`config.mk`:
```
export PLATFORM = sky130hd
export DESIGN_NAME = binary_to_ascii_digits
export DESIGN_NICKNAME = d
export VERILOG_FILES = /design/src/b2a_pkg.sv /design/src/b2a_cell.sv /design/src/binary_to_ascii_digits.sv
export SDC_FILE = /design/constraint.sdc
export NUM_CORES = 1
export LEC_CHECK = 0
export BUFFER_PORTS_ARGS = -buffer_cell sky130_fd_sc_hd__buf_2
export CAP_MARGIN = 20
export CORE_MARGIN = 2
export CORE_UTILIZATION = 40
export DETAILED_ROUTE_END_ITERATION = 10
export PLACE_DENSITY = 0.72
export RECOVER_POWER = 25
export SYNTH_ARGS = -nofsm -noshare
export SYNTH_HDL_FRONTEND = slang
export SYNTH_SLANG_ARGS = --single-unit
```
`constraint.sdc`:
```
create_clock -name i_clk -period 4.6 [get_ports i_clk]
set_clock_uncertainty 0.15 [all_clocks]
set_input_delay 0.69 -clock i_clk [delete_from_list [all_inputs] [get_ports i_clk]]
set_output_delay 0.69 -clock i_clk [all_outputs]
set_load 0.01 [all_outputs]
```
`src/b2a_pkg.sv`:
```
`timescale 1ns / 1ps
`default_nettype none

package b2a_pkg;

    // Width of the number to convert and of one ASCII character.
    localparam int VALUE_W    = 32;
    localparam int CHAR_W     = 7;
    localparam int DIGIT_W    = 4;

    // Ten decimal digits cover any 32-bit value; hexadecimal needs eight.
    localparam int NUM_CELLS  = 10;
    localparam int HEX_DIGITS = VALUE_W / DIGIT_W;

    localparam int CNT_W  = $clog2(VALUE_W);
    localparam int LEFT_W = $clog2(NUM_CELLS + 1);

    // A decimal digit at or above five is corrected by three before it doubles.
    localparam logic [DIGIT_W-1:0] DABBLE_MIN = DIGIT_W'(5);
    localparam logic [DIGIT_W-1:0] DABBLE_ADD = DIGIT_W'(3);

    localparam logic [CHAR_W-1:0] GLYPHS [16] = '{
        CHAR_W'(8'h30), CHAR_W'(8'h31), CHAR_W'(8'h32), CHAR_W'(8'h33),
        CHAR_W'(8'h34), CHAR_W'(8'h35), CHAR_W'(8'h36), CHAR_W'(8'h37),
        CHAR_W'(8'h38), CHAR_W'(8'h39), CHAR_W'(8'h41), CHAR_W'(8'h42),
        CHAR_W'(8'h43), CHAR_W'(8'h44), CHAR_W'(8'h45), CHAR_W'(8'h46)
    };

    typedef enum logic [1:0] {
        CELL_HOLD,
        CELL_LOAD,
        CELL_DABBLE,
        CELL_SHIFT
    } t_cell_op;

    typedef struct packed {
        t_cell_op op;
    } t_cell_ctl;

endpackage

`default_nettype wire

```
`src/b2a_cell.sv`:
```
`timescale 1ns / 1ps
`default_nettype none

// One digit of the conversion row.
module b2a_cell (
    input  logic                        i_clk,
    input  b2a_pkg::t_cell_ctl          i_ctl,
    input  logic                        i_bit,
    input  logic [b2a_pkg::DIGIT_W-1:0] i_load,
    input  logic [b2a_pkg::DIGIT_W-1:0] i_digit_lo,
    output logic                        o_carry,
    output logic [b2a_pkg::DIGIT_W-1:0] o_digit
);
    import b2a_pkg::*;

    logic [DIGIT_W-1:0] r_digit;
    logic [DIGIT_W-1:0] n_digit;
    logic [DIGIT_W-1:0] w_adj;

    always_comb begin
        w_adj = (r_digit >= DABBLE_MIN) ? r_digit + DABBLE_ADD : r_digit;
    end

    // The top bit of the corrected digit moves up into the next cell.
    assign o_carry = w_adj[DIGIT_W-1];
    assign o_digit = r_digit;

    always_comb begin
        case (i_ctl.op)
            CELL_HOLD:   n_digit = r_digit;
            CELL_LOAD:   n_digit = i_load;
            CELL_DABBLE: n_digit = {w_adj[DIGIT_W-2:0], i_bit};
            CELL_SHIFT:  n_digit = i_digit_lo;
            default:     n_digit = r_digit;
        endcase
    end

    always_ff @(posedge i_clk) begin
        r_digit <= n_digit;
    end

endmodule

`default_nettype wire

```
`src/binary_to_ascii_digits.sv`:
```
`timescale 1ns / 1ps
`default_nettype none

// Converts a 32-bit unsigned number into its ASCII digits, most significant
// first, without leading zeros, in decimal or upper-case hexadecimal. An item
// is taken when start is high and busy is low. The characters then appear on
// o_ascii_char, one per o_valid pulse, and o_last marks the final one; zero
// gives the single character '0'. The receiver cannot stall the block, so it
// must take every character in the cycle it is shown. For a decimal item the
// row of ten digit cells first shifts the value in one bit a cycle with the
// add-three correction, then the cells shift their digits toward the output,
// one digit a cycle; busy stays high throughout. A hexadecimal item loads
// its nibbles straight into the cells and only shifts them out. Leading
// zeros use their shift cycle but raise no strobe. The last character is
// shown in the cycle in which busy falls, so the next item can be started
// while it is taken.
module binary_to_ascii_digits (
    input  logic                        i_clk,
    input  logic                        i_rst_n,
    input  logic                        start,
    output logic                        busy,
    input  logic [b2a_pkg::VALUE_W-1:0] i_value,
    input  logic                        i_base_hex,
    output logic                        o_valid,
    output logic [b2a_pkg::CHAR_W-1:0]  o_ascii_char,
    output logic                        o_last
);
    import b2a_pkg::*;

    typedef enum logic [1:0] {
        S_IDLE,
        S_CONV,
        S_EMIT
    } t_state;

    t_state              r_state;
    logic [VALUE_W-1:0]  r_value;
    logic [CNT_W-1:0]    r_cnt;
    logic [LEFT_W-1:0]   r_left;
    logic                r_lead;
    logic                r_valid;
    logic [CHAR_W-1:0]   r_char;
    logic                r_last;

    t_cell_ctl           w_ctl;
    logic [NUM_CELLS:0]  w_carry;
    logic [DIGIT_W-1:0]  w_digit [NUM_CELLS];
    logic [DIGIT_W-1:0]  w_top;
    logic                w_show;
    logic                w_accept;

    assign w_accept = start && (r_state == S_IDLE);
    assign busy     = (r_state != S_IDLE);

    // The value enters the row of cells most significant bit first.
    assign w_carry[0] = r_value[VALUE_W-1];

    // Cell NUM_CELLS-1 holds the most significant digit and feeds the output.
    genvar k;
    generate
        for (k = 0; k < NUM_CELLS; k++) begin : g_cell
            logic [DIGIT_W-1:0] w_load;
            logic [DIGIT_W-1:0] w_lo;

            // Hexadecimal nibbles go into the upper eight cells; decimal
            // conversion starts from all zeros.
            if (k >= NUM_CELLS - HEX_DIGITS) begin : g_hex
                assign w_load = i_base_hex ?
                    i_value[(k - (NUM_CELLS - HEX_DIGITS)) * DIGIT_W +: DIGIT_W] : '0;
            end else begin : g_dec
                assign w_load = '0;
            end

            if (k == 0) begin : g_first
                assign w_lo = '0;
            end else begin : g_next
                assign w_lo = w_digit[k-1];
            end

            b2a_cell u_cell (
                .i_clk      (i_clk),
                .i_ctl      (w_ctl),
                .i_bit      (w_carry[k]),
                .i_load     (w_load),
                .i_digit_lo (w_lo),
                .o_carry    (w_carry[k+1]),
                .o_digit    (w_digit[k])
            );
        end
    endgenerate

    assign w_top = w_digit[NUM_CELLS-1];

    // A digit is shown once a nonzero digit has appeared, and the final digit
    // is always shown so that zero still prints as '0'.
    assign w_show = !r_lead || (w_top != '0) || (r_left == LEFT_W'(1));

    always_comb begin
        case (r_state)
            S_IDLE:  w_ctl.op = w_accept ? CELL_LOAD : CELL_HOLD;
            S_CONV:  w_ctl.op = CELL_DABBLE;
            S_EMIT:  w_ctl.op = CELL_SHIFT;
            default: w_ctl.op = CELL_HOLD;
        endcase
    end

    always_ff @(posedge i_clk) begin
        if (!i_rst_n) begin
            r_state <= S_IDLE;
            r_valid <= 1'b0;
            r_lead  <= 1'b1;
        end else begin
            r_valid <= 1'b0;
            case (r_state)
                S_IDLE: begin
                    if (w_accept) begin
                        r_value <= i_value;
                        r_cnt   <= '0;
                        r_lead  <= 1'b1;
                        if (i_base_hex) begin
                            r_left  <= LEFT_W'(HEX_DIGITS);
                            r_state <= S_EMIT;
                        end else begin
                            r_left  <= LEFT_W'(NUM_CELLS);
                            r_state <= S_CONV;
                        end
                    end
                end
                S_CONV: begin
                    r_value <= {r_value[VALUE_W-2:0], 1'b0};
                    r_cnt   <= r_cnt + CNT_W'(1);
                    if (r_cnt == CNT_W'(VALUE_W - 1)) begin
                        r_state <= S_EMIT;
                    end
                end
                S_EMIT: begin
                    r_valid <= w_show;
                    r_char  <= GLYPHS[w_top];
                    r_last  <= (r_left == LEFT_W'(1));
                    r_lead  <= r_lead && !w_show;
                    r_left  <= r_left - LEFT_W'(1);
                    if (r_left == LEFT_W'(1)) begin
                        r_state <= S_IDLE;
                    end
                end
                default: begin
                    r_state <= S_IDLE;
                end
            endcase
        end
    end

    assign o_valid      = r_valid;
    assign o_ascii_char = r_char;
    assign o_last       = r_last;

`ifndef SYNTHESIS
    // The final character of an item is shown exactly when the block frees up.
    a_last_frees: assert property (@(posedge i_clk) disable iff (!i_rst_n)
        o_valid && o_last |-> !busy)
        else $error("last character shown while still busy");

    // No character leaves while bits are still being shifted in.
    a_quiet_conv: assert property (@(posedge i_clk) disable iff (!i_rst_n)
        r_state == S_CONV |-> !o_valid)
        else $error("character shown during conversion");

    // Ten decimal digits hold any 32-bit value, so nothing leaves the top cell.
    a_no_overflow: assert property (@(posedge i_clk) disable iff (!i_rst_n)
        r_state == S_CONV |-> !w_carry[NUM_CELLS])
        else $error("decimal digit row overflowed");

    // Every character is a decimal digit or an upper-case hex letter.
    a_glyph: assert property (@(posedge i_clk) disable iff (!i_rst_n)
        o_valid |-> (o_ascii_char >= CHAR_W'(8'h30) && o_ascii_char <= CHAR_W'(8'h39))
                 || (o_ascii_char >= CHAR_W'(8'h41) && o_ascii_char <= CHAR_W'(8'h46)))
        else $error("character outside the digit set");

    // A hexadecimal item never needs the conversion phase.
    a_hex_direct: assert property (@(posedge i_clk) disable iff (!i_rst_n)
        start && !busy && i_base_hex |=> r_state == S_EMIT)
        else $error("hexadecimal item did not go straight to output");
`endif

endmodule

`default_nettype wire
```
; Yosys cells after proc, flatten, opt, wreduce, memory -nomap -nowiden
; Memory sizes are Yosys's and may differ from the RTL's. A register that Yosys moved wholly into a read port is not among the register bits.
; Index checks and enable logic that the tools add are counted.
[word_totals]
output_inout_bits = 10
inputBits = 36
n_memories = 1
ff_bits = 86
mem_bits_ro = 112
[op_classes]
n_addsub = 12
magnitude_cmp = 10
n_eq_ne = 10
n_bitwise = 1
n_reduce_logical = 18
mux = 44
[mem_list]
columns = name, depth, word_bits, rd, rd_clocked_by_memory_dff, wr, line_no
row1 = (no name shown), 16, 7, 1, 1, 0, binary_to_ascii_digits.sv:138  ; r_char <= GLYPHS[w_top];
[ops]
columns = operator, count
row1 = 4-bit one-hot mux with 3 select lines, 9
row2 = 4-bit 2-to-1 mux, 18
row3 = 32-bit one-hot mux with 2 select lines, 1
row4 = 4-bit by 3-bit >= comparator with 1-bit output (second input constant), 10
row5 = 4-bit by 2-bit adder with 4-bit output (second input constant), 9
row6 = 32-bit 2-to-1 mux, 1
row7 = 4-bit one-hot mux with 2 select lines, 2
row8 = 2-bit one-hot mux with 3 select lines, 2
row9 = 2-bit 2-to-1 mux, 5
row10 = 5-bit one-hot mux with 2 select lines, 1
row11 = 3-bit AND reduction, 3
row12 = 2-bit == test (second input constant), 3
row13 = 2-bit != test (second input constant), 3
row14 = 2-bit nonzero test, 3
row15 = 5-bit by 1-bit adder with 5-bit output (second input constant), 1
row16 = 5-bit == test (second input constant), 1
row17 = 5-bit 2-to-1 mux, 1
row18 = 4-bit inverter with 5-bit output, 1
row19 = 2-bit by 1-bit == test with 1-bit output (second input constant), 2
row20 = 4-bit by 1-bit == test with 1-bit output (second input constant), 1
row21 = 2-bit logical NOT, 2
row22 = 2-bit AND reduction, 2
row23 = 4-bit nonzero test, 1
row24 = 4-bit by 1-bit subtractor with 4-bit output (second input constant), 1
row25 = other kinds (8), 12

; Longest topological paths before layout
; Gate-level depths: netlist (run 1).
[logic_depth]
ltp_word = 7
mapped_depth = 7
ltp_nobuf = 7

; Modules after synthesis
; A second synthesis (run 1) with hierarchy kept.
[unflattened]
cells_unflattened = 553
area_unflattened_um2 = 5834.3
[by_module_without_submodules]
columns = mod, area_per_inst_um2, n_inst, cells_each
row1 = b2a_cell, 324.1, 10, 36
row2 = binary_to_ascii_digits, 2593.7, 1, 193

; Least setup slack after synthesis (run 1)
; Ideal clock, no wire load.
[synth_path]
kind = reg2reg
from = register r_state[1]
to = register r_cnt[0], enable pin
arrival_time_ps = 3789
stages_incl_launch_ff = 7
path_buffers = 2
path_slack_ps = 172
setup_ps = 488
path_cell_list = dfxtp_1 -> inv_1 -> ha_1 -> buf_4 -> buf_2 -> nand2_1 -> a21boi_0
[synth_via]
elab_chain_len = 4
elab_cells_between_ends = 6
[synth_rtl]
columns = item, line_no
row1 = from (decl), binary_to_ascii_digits.sv:36  ; t_state r_state;
row2 = from (signal assigned), binary_to_ascii_digits.sv:109  ; r_state <= S_IDLE;
row3 = from (signal assigned), binary_to_ascii_digits.sv:122  ; r_state <= S_EMIT;
row4 = from (signal assigned), binary_to_ascii_digits.sv:125  ; r_state <= S_CONV;
row5 = 2-bit logical NOT, "binary_to_ascii_digits.sv:52, binary_to_ascii_digits.sv:114"
row6 = 1-bit logical AND, binary_to_ascii_digits.sv:52  ; assign w_accept = start && (r_state == S_IDLE);
row7 = 2-bit != test (no line), -
row8 = 3-bit AND reduction (no line) *, -
row9 = to (signal assigned), binary_to_ascii_digits.sv:131  ; r_cnt <= r_cnt + CNT_W'(1);
row10 = to (decl), binary_to_ascii_digits.sv:38  ; logic [CNT_W-1:0] r_cnt;
; Every way passes the cells marked *; elsewhere a longest branch is shown, timed or not.
; A chain may end at the register's enable or synchronous reset.

; Worst setup path in the final report (run 1)
[layout_path]
from = register r_state[1]
to = register r_value[6] (data pin)
[layout_via]
elab_chain_len = 2
elab_cells_between_ends = 3
[layout_rtl]
columns = item, line_no
row1 = 2-bit by 1-bit == test with 1-bit output or 2-bit logical NOT (tied branches), binary_to_ascii_digits.sv:114  ; case (r_state)
row2 = 32-bit one-hot mux with 2 select lines *, binary_to_ascii_digits.sv:114
row3 = to (signal assigned), binary_to_ascii_digits.sv:117  ; r_value <= i_value;
row4 = to (signal assigned), binary_to_ascii_digits.sv:130  ; r_value <= {r_value[VALUE_W-2:0], 1'b0};
row5 = to (decl), binary_to_ascii_digits.sv:37  ; logic [VALUE_W-1:0] r_value;
; Marks and branches as above.

==> impl_metrics.ini, run 1 <==
[status]
outcome = finished with violations
violations = max-capacitance violations, max-slew violations

[synthesis]
synth_edf_count = 88
syn_area_per_cell_um2 = 11.6
syn_nets = 510
yosys_register_bits = 92
yosysWarnings = 0
yosys.cell_types.count = 39
synthArstFlopShare_pct = 0
yosysSeqAreaShare_pct = 52.9
syn-instance-count = 444
synth_area_um2 = 5150
synthFlopType = edfxtp_1

[worst_setup_path]
r2r-start = r_state[1]
cp.required_ps = 4540
endpoint = r_value[6]
crit_path_max_incr_delay_ps = 1540
path_class = flop to flop
path_cells = inv_1, ha_1, clkbuf_1, mux2_2
crit_slowest_cell = clkbuf_1
worstSetupStartpointType = flop
path_max_fanout = 40
critical_path_arrival_ps = 3290
ff2ff_path_depth = 4
r2r_setup_slack_ps = 1250
startpoint = r_state[1]
crit_family = buffers and inverters
crit_path_end_kind = flop
path_buf_inv = 2
cp.depth = 4
rr_endpoint = r_value[6]

[power]
total_power_mw = 4.02
vdd_drop_max_v = 0.000304
p_leak_nw = 2.12
powerDensity_nw_per_um2 = 689

[clocking]
cts_hold_buf = 0
clk_path_buf_depth = 2
cts-buffers-inserted = 9
cts_resized = 0
cts_setup_buffers = 0
cts_root_buffer = clkbuf_16
h-tree-depth = 3
clock_sinks = 92
clk_pin_slew_worst_paths_ps = 70
cts_tree = built
insertion_delay_ps = 350

[global_route]
grt-busiest-layer = met2
use_met2_pct = 26.4
grt_overflow = 0
antenna_found_initial = 0
track_usage_pct = 15.6
grt_pass1_vias = 3442
grtUsageMet1_pct = 20.0
met3_usage_pct = 3.29
grt_pass1_wl_mm = 17.2
grt_start_max_net_pins = 41

[layout]
layout_commonest_cell = edfxtp_1
fill_cells = 1197
final_util_pct = 46.3
layout_common_cells = 88 x edfxtp_1, 48 x o21ai_0, 40 x mux2_2
stdcell_count = 661
diodes = 0
drive_gt1_share_pct = 20.2
fin_nets = 550
synthToLayoutAreaGrowth_pct = 13.4

[routing]
drt_iter0_drc = 288
ant_nets = 0
dr.pass1.iters = 4
wirelength_mm = 10.5
via_per_inst = 5.34
wl_per_cell_um = 15.8
vias = 3530
drc = 0

[sta]
fmax_mhz = 299
period_share_pct = 72.8
setup_slack_ps = 1250
finalMaxSlewViolations = 41
worstMarginPinSlew_ps = 2090
fin_crit_ps = 3350
hold_viol_final = 0
fin_setup_tns_ps = 0
final-setup-viol-count = 0
grt_setup_unrepaired = no
relSlewSlack_pct = -39.4

[floorplanning]
fp.dieW_um = 117
rows = 41
num_io_pins = 46
die_area_um2 = 13800
core_area_um2 = 12600
die_height_um = 117
initial_core_util_pct = 40.8

[placed_design]
dp_hpwl_mm = 7.05
port_buffers = 45
gp_congestion = 0.801
pre_cts_ws_ps = 1800
dp.cells = 645

[job]
maxCapViolCount = 1

[min_path]
hp-class = flop to flop
holdPathStages = 2
-- tightest hold or removal path, cell delays in order, from the launching register on --
cell     delay (ps)
dfxtp_1         340
o32ai_1          70
nand2_1          60
-- layer usage --
metal | part of all wire (%) | vias up
met5 | 0 | -
met4 | 1.4 | 0
li1 | - | 1721
met1 | 45 | 1705
met2 | 49 | 90
met3 | 4.5 | 14
-- kinds of logic after synthesis --
kind of cell | share of synthesized area, %
compound gates | 14.2
simple gates | 9.28
flops | 52.9
buf+inv | 4.42
mux | 9.35
fa+ha+maj | 7.29
xor+xnor | 2.55
-- sequential cells by signal, indices dropped and copies added (netlist names) --
name and flops:
g_cell.u_cell.o_digit 40, r_cnt 5, r_lead 1, o_last 1
o_ascii_char 6, r_value 32, r_state 2, o_valid 1
r_left 4
-- cell type report --
class                           instances  area [um2]  area share [%]
Clock buffer                            9         225            3.86
Clock inverter                          7        98.8            1.69
Inverter                               32         120            2.06
Multi-Input combinational cell        299        2210            37.8
Sequential cell                        92        2720            46.6
Tap cell                              172         215            3.69
Timing Repair Buffer                   50         248            4.24
-- worst min-delay path by stage --
stage	startpoint	to	slack (ps)
2_1_floorplan	r_lead	r_lead	300
3_3_place_gp	r_lead	r_lead	320
3_5_place_dp	r_lead	r_lead	330
4_1_cts	r_lead	r_lead	350
5_1_grt	r_lead	r_lead	380
6_report	r_lead	r_lead	360
-- synth_stat cells, drive strengths merged (2+ instances only) --
master / instances / area share, %
a22oi: 10 / 1.5
inv: 32 / 2.3
a21oi: 29 / 2.8
mux2i: 2 / 0.39
buf: 12 / 1.4
a31oi: 8 / 0.97
mux2: 41 / 9.0
nand2b: 18 / 2.2
and2: 7 / 0.85
a32oi: 15 / 2.6
xnor2: 13 / 2.2
nor2b: 5 / 0.61
ha: 30 / 7.3
dfxtp: 4 / 1.6
o211ai: 2 / 0.29
nor2: 7 / 0.51
edfxtp: 88 / 51
xor2: 2 / 0.34
clkbuf: 9 / 0.66
nand2: 38 / 2.8
o21ai: 48 / 4.7
nor3b: 9 / 1.3
-- report_power, final --
part | internal [mW] | switching, mW
clock network | 0.479 | 0.331
registers | 1.38 | 0.251
logic | 0.657 | 0.926
-- stage by stage --
stage	hold WS (ps)	cell area, um2
floorplan	296	5150
global placement	321	5530
detailed placement	329	5530
CTS	347	5860
global route	376	5840
finish	355	5840
(Power assumes the default switching activity.)
==> inputs of run 2 (changes only) <==
PLACE_DENSITY = 0.69   (was 0.72)
clock period = 3.1 ns   (was 4.6 ns; I/O delays follow)
==> run 2 against run 1 <==
  * Setup slack got worse by 740 ps
  * Sequential share of layout area about the same
  * Largest power group unchanged
  * Highest routed layer unchanged
  * The flow now finishes without violations
  * Maximum frequency increased by 29%
==> impl_metrics.ini, run 2 (synthesis gave the netlist of run 1 again) <==
[worst_setup_path]
path_max_fanout = 26
crit_slowest_cell = ha_1
crit_path_max_incr_delay_ps = 680
crit_family = buffers and inverters
crit_path_end_kind = flop
path_cells = inv_1, ha_1, clkbuf_2, mux2_2
path_buf_inv = 2
critical_path_arrival_ps = 2540
path_class = flop to flop
r2r_setup_slack_ps = 510
worstSetupStartpointType = flop
cp.required_ps = 3050

[layout]
diodes = 0
largest_reg_flops = 40
fill_cells = 1187
layout_commonest_cell = edfxtp_1
synthToLayoutAreaGrowth_pct = 13.3
layout_common_cells = 88 x edfxtp_1, 48 x o21ai_0, 40 x mux2_2
stdcell_area_um2 = 5840
fin_nets = 553
seq_area_um2 = 2720
multi_input_area_um2 = 2190
drive_gt1_share_pct = 19.7

[job]
maxCapViolCount = 0

[clocking]
cts_root_buffer = clkbuf_16
cts_hold_buf = 0
cts_resized = 0
cts-buffers-inserted = 9
clk_path_buf_depth = 2
cts_tree = built
clk_pin_slew_worst_paths_ps = 60
h-tree-depth = 3
insertion_delay_ps = 350
cts_setup_buffers = 0
clock_sinks = 92

[global_route]
track_usage_pct = 15.6
antenna_found_initial = 0
grt_pass1_wl_mm = 17.0
grt_start_max_net_pins = 38
grt_pass1_vias = 3422
grt_overflow = 0

[routing]
dr.pass1.iters = 4
drt_iter0_drc = 338
vias = 3541
wirelength_mm = 10.5
drc = 0
ant_nets = 0
via_per_inst = 5.33
wl_per_cell_um = 15.9

[placed_design]
pre_cts_ws_ps = 710
dp_hpwl_mm = 7.29
post_dp_cell_area_um2 = 5570
gp_congestion = 0.826
port_buffers = 45

[power]
pwr-share-comb_pct = 40.3
p_leak_nw = 2.13
p_sw_share_pct = 36.9
vdd_drop_max_v = 0.000421
powerDensity_nw_per_um2 = 1020
clkPwrFrac_pct = 19.4
power_frac_seq_pct = 40.3
switchingPower_mw = 2.19
p_int_mw = 3.75

[sta]
relSlewSlack_pct = 47.7
period_share_pct = 83.5
hold_viol_final = 0
setup_slack_ps = 511
fin_crit_ps = 2590
holdWs_ps = 199
grt_setup_unrepaired = no
worstMarginPinSlew_ps = 785
fmax_mhz = 386
finalMaxSlewViolations = 0
fin_setup_tns_ps = 0
final-setup-viol-count = 0

[floorplanning]
rows = 41
fp.dieW_um = 117
num_io_pins = 46
die_height_um = 117
die_area_um2 = 13800
initial_core_util_pct = 40.8
core_area_um2 = 12600

[min_path]
hp-class = primary input to flop

[status]
outcome = completed
==> run 2: cell count changes in the layout (fill, tap and decap cells not counted) <==
cell	delta
clkinv_2	-1
and2_0	-3
clkbuf_1	+4
buf_4	+2
a221oi_1	+1
and2_1	+3
a221oi_4	-1
clkinv_4	-2
clkinvlp_4	-1
clkbuf_2	+1
buf_12	+1
inv_6	-1
==> run 2: through the flow <==
stage	util, %	cells	total power, mW
4_1_cts	46.5	664	6.01
6_report	46.3	664	5.94
3_3_place_gp	44.1	648	4.74
3_5_place_dp	44.1	648	4.84
2_1_floorplan	-	444	4.18
5_1_grt	46.3	664	6.36
==> run 2: metal layers <==
metal	vias up	wire, um	track usage [%]
li1	1725	-	-
met1	1722	4540	19.4
met2	84	5290	26.1
met3	10	579	4.41
met4	0	136	5.80
met5	-	0	0
==> run 2: path summary, 6_finish.rpt <==
kind              startpoint         end  depth (start not counted)
setup / recovery  r_state[1]  r_value[2]                          4
hold / removal       i_rst_n      r_lead                          2
setup reg to reg  r_state[1]  r_value[2]                          4
hold reg to reg       r_lead      r_lead                          2
==> run 2: area by class of cell <==
cell class / count / share of cell area (%)
tap: 172 / 3.69
timing repair buffer: 53 / 4.87
multi-input combinational: 299 / 37.5
sequential: 92 / 46.6
inverter: 32 / 2.06
clock inverter: 2 / 1.03
clock buffer: 14 / 4.18
==> run 2: worst reg2reg max path, delay by kind of cell (launching register included) <==
family / cells / cell delay (ps)
muxes: 1 / 420
buffers and inverters: 2 / 750
adders and majority gates: 1 / 680
DFF: 1 / 330
==> run 2: power groups by stage <==
stage	sequential [mW]	combinational, mW	clock, mW
4_1_cts	2.39	2.45	1.18
6_report	2.40	2.39	1.15
2_1_floorplan	2.29	1.89	0
5_1_grt	2.45	2.70	1.22
3_3_place_gp	2.40	2.34	0
3_5_place_dp	2.41	2.43	0
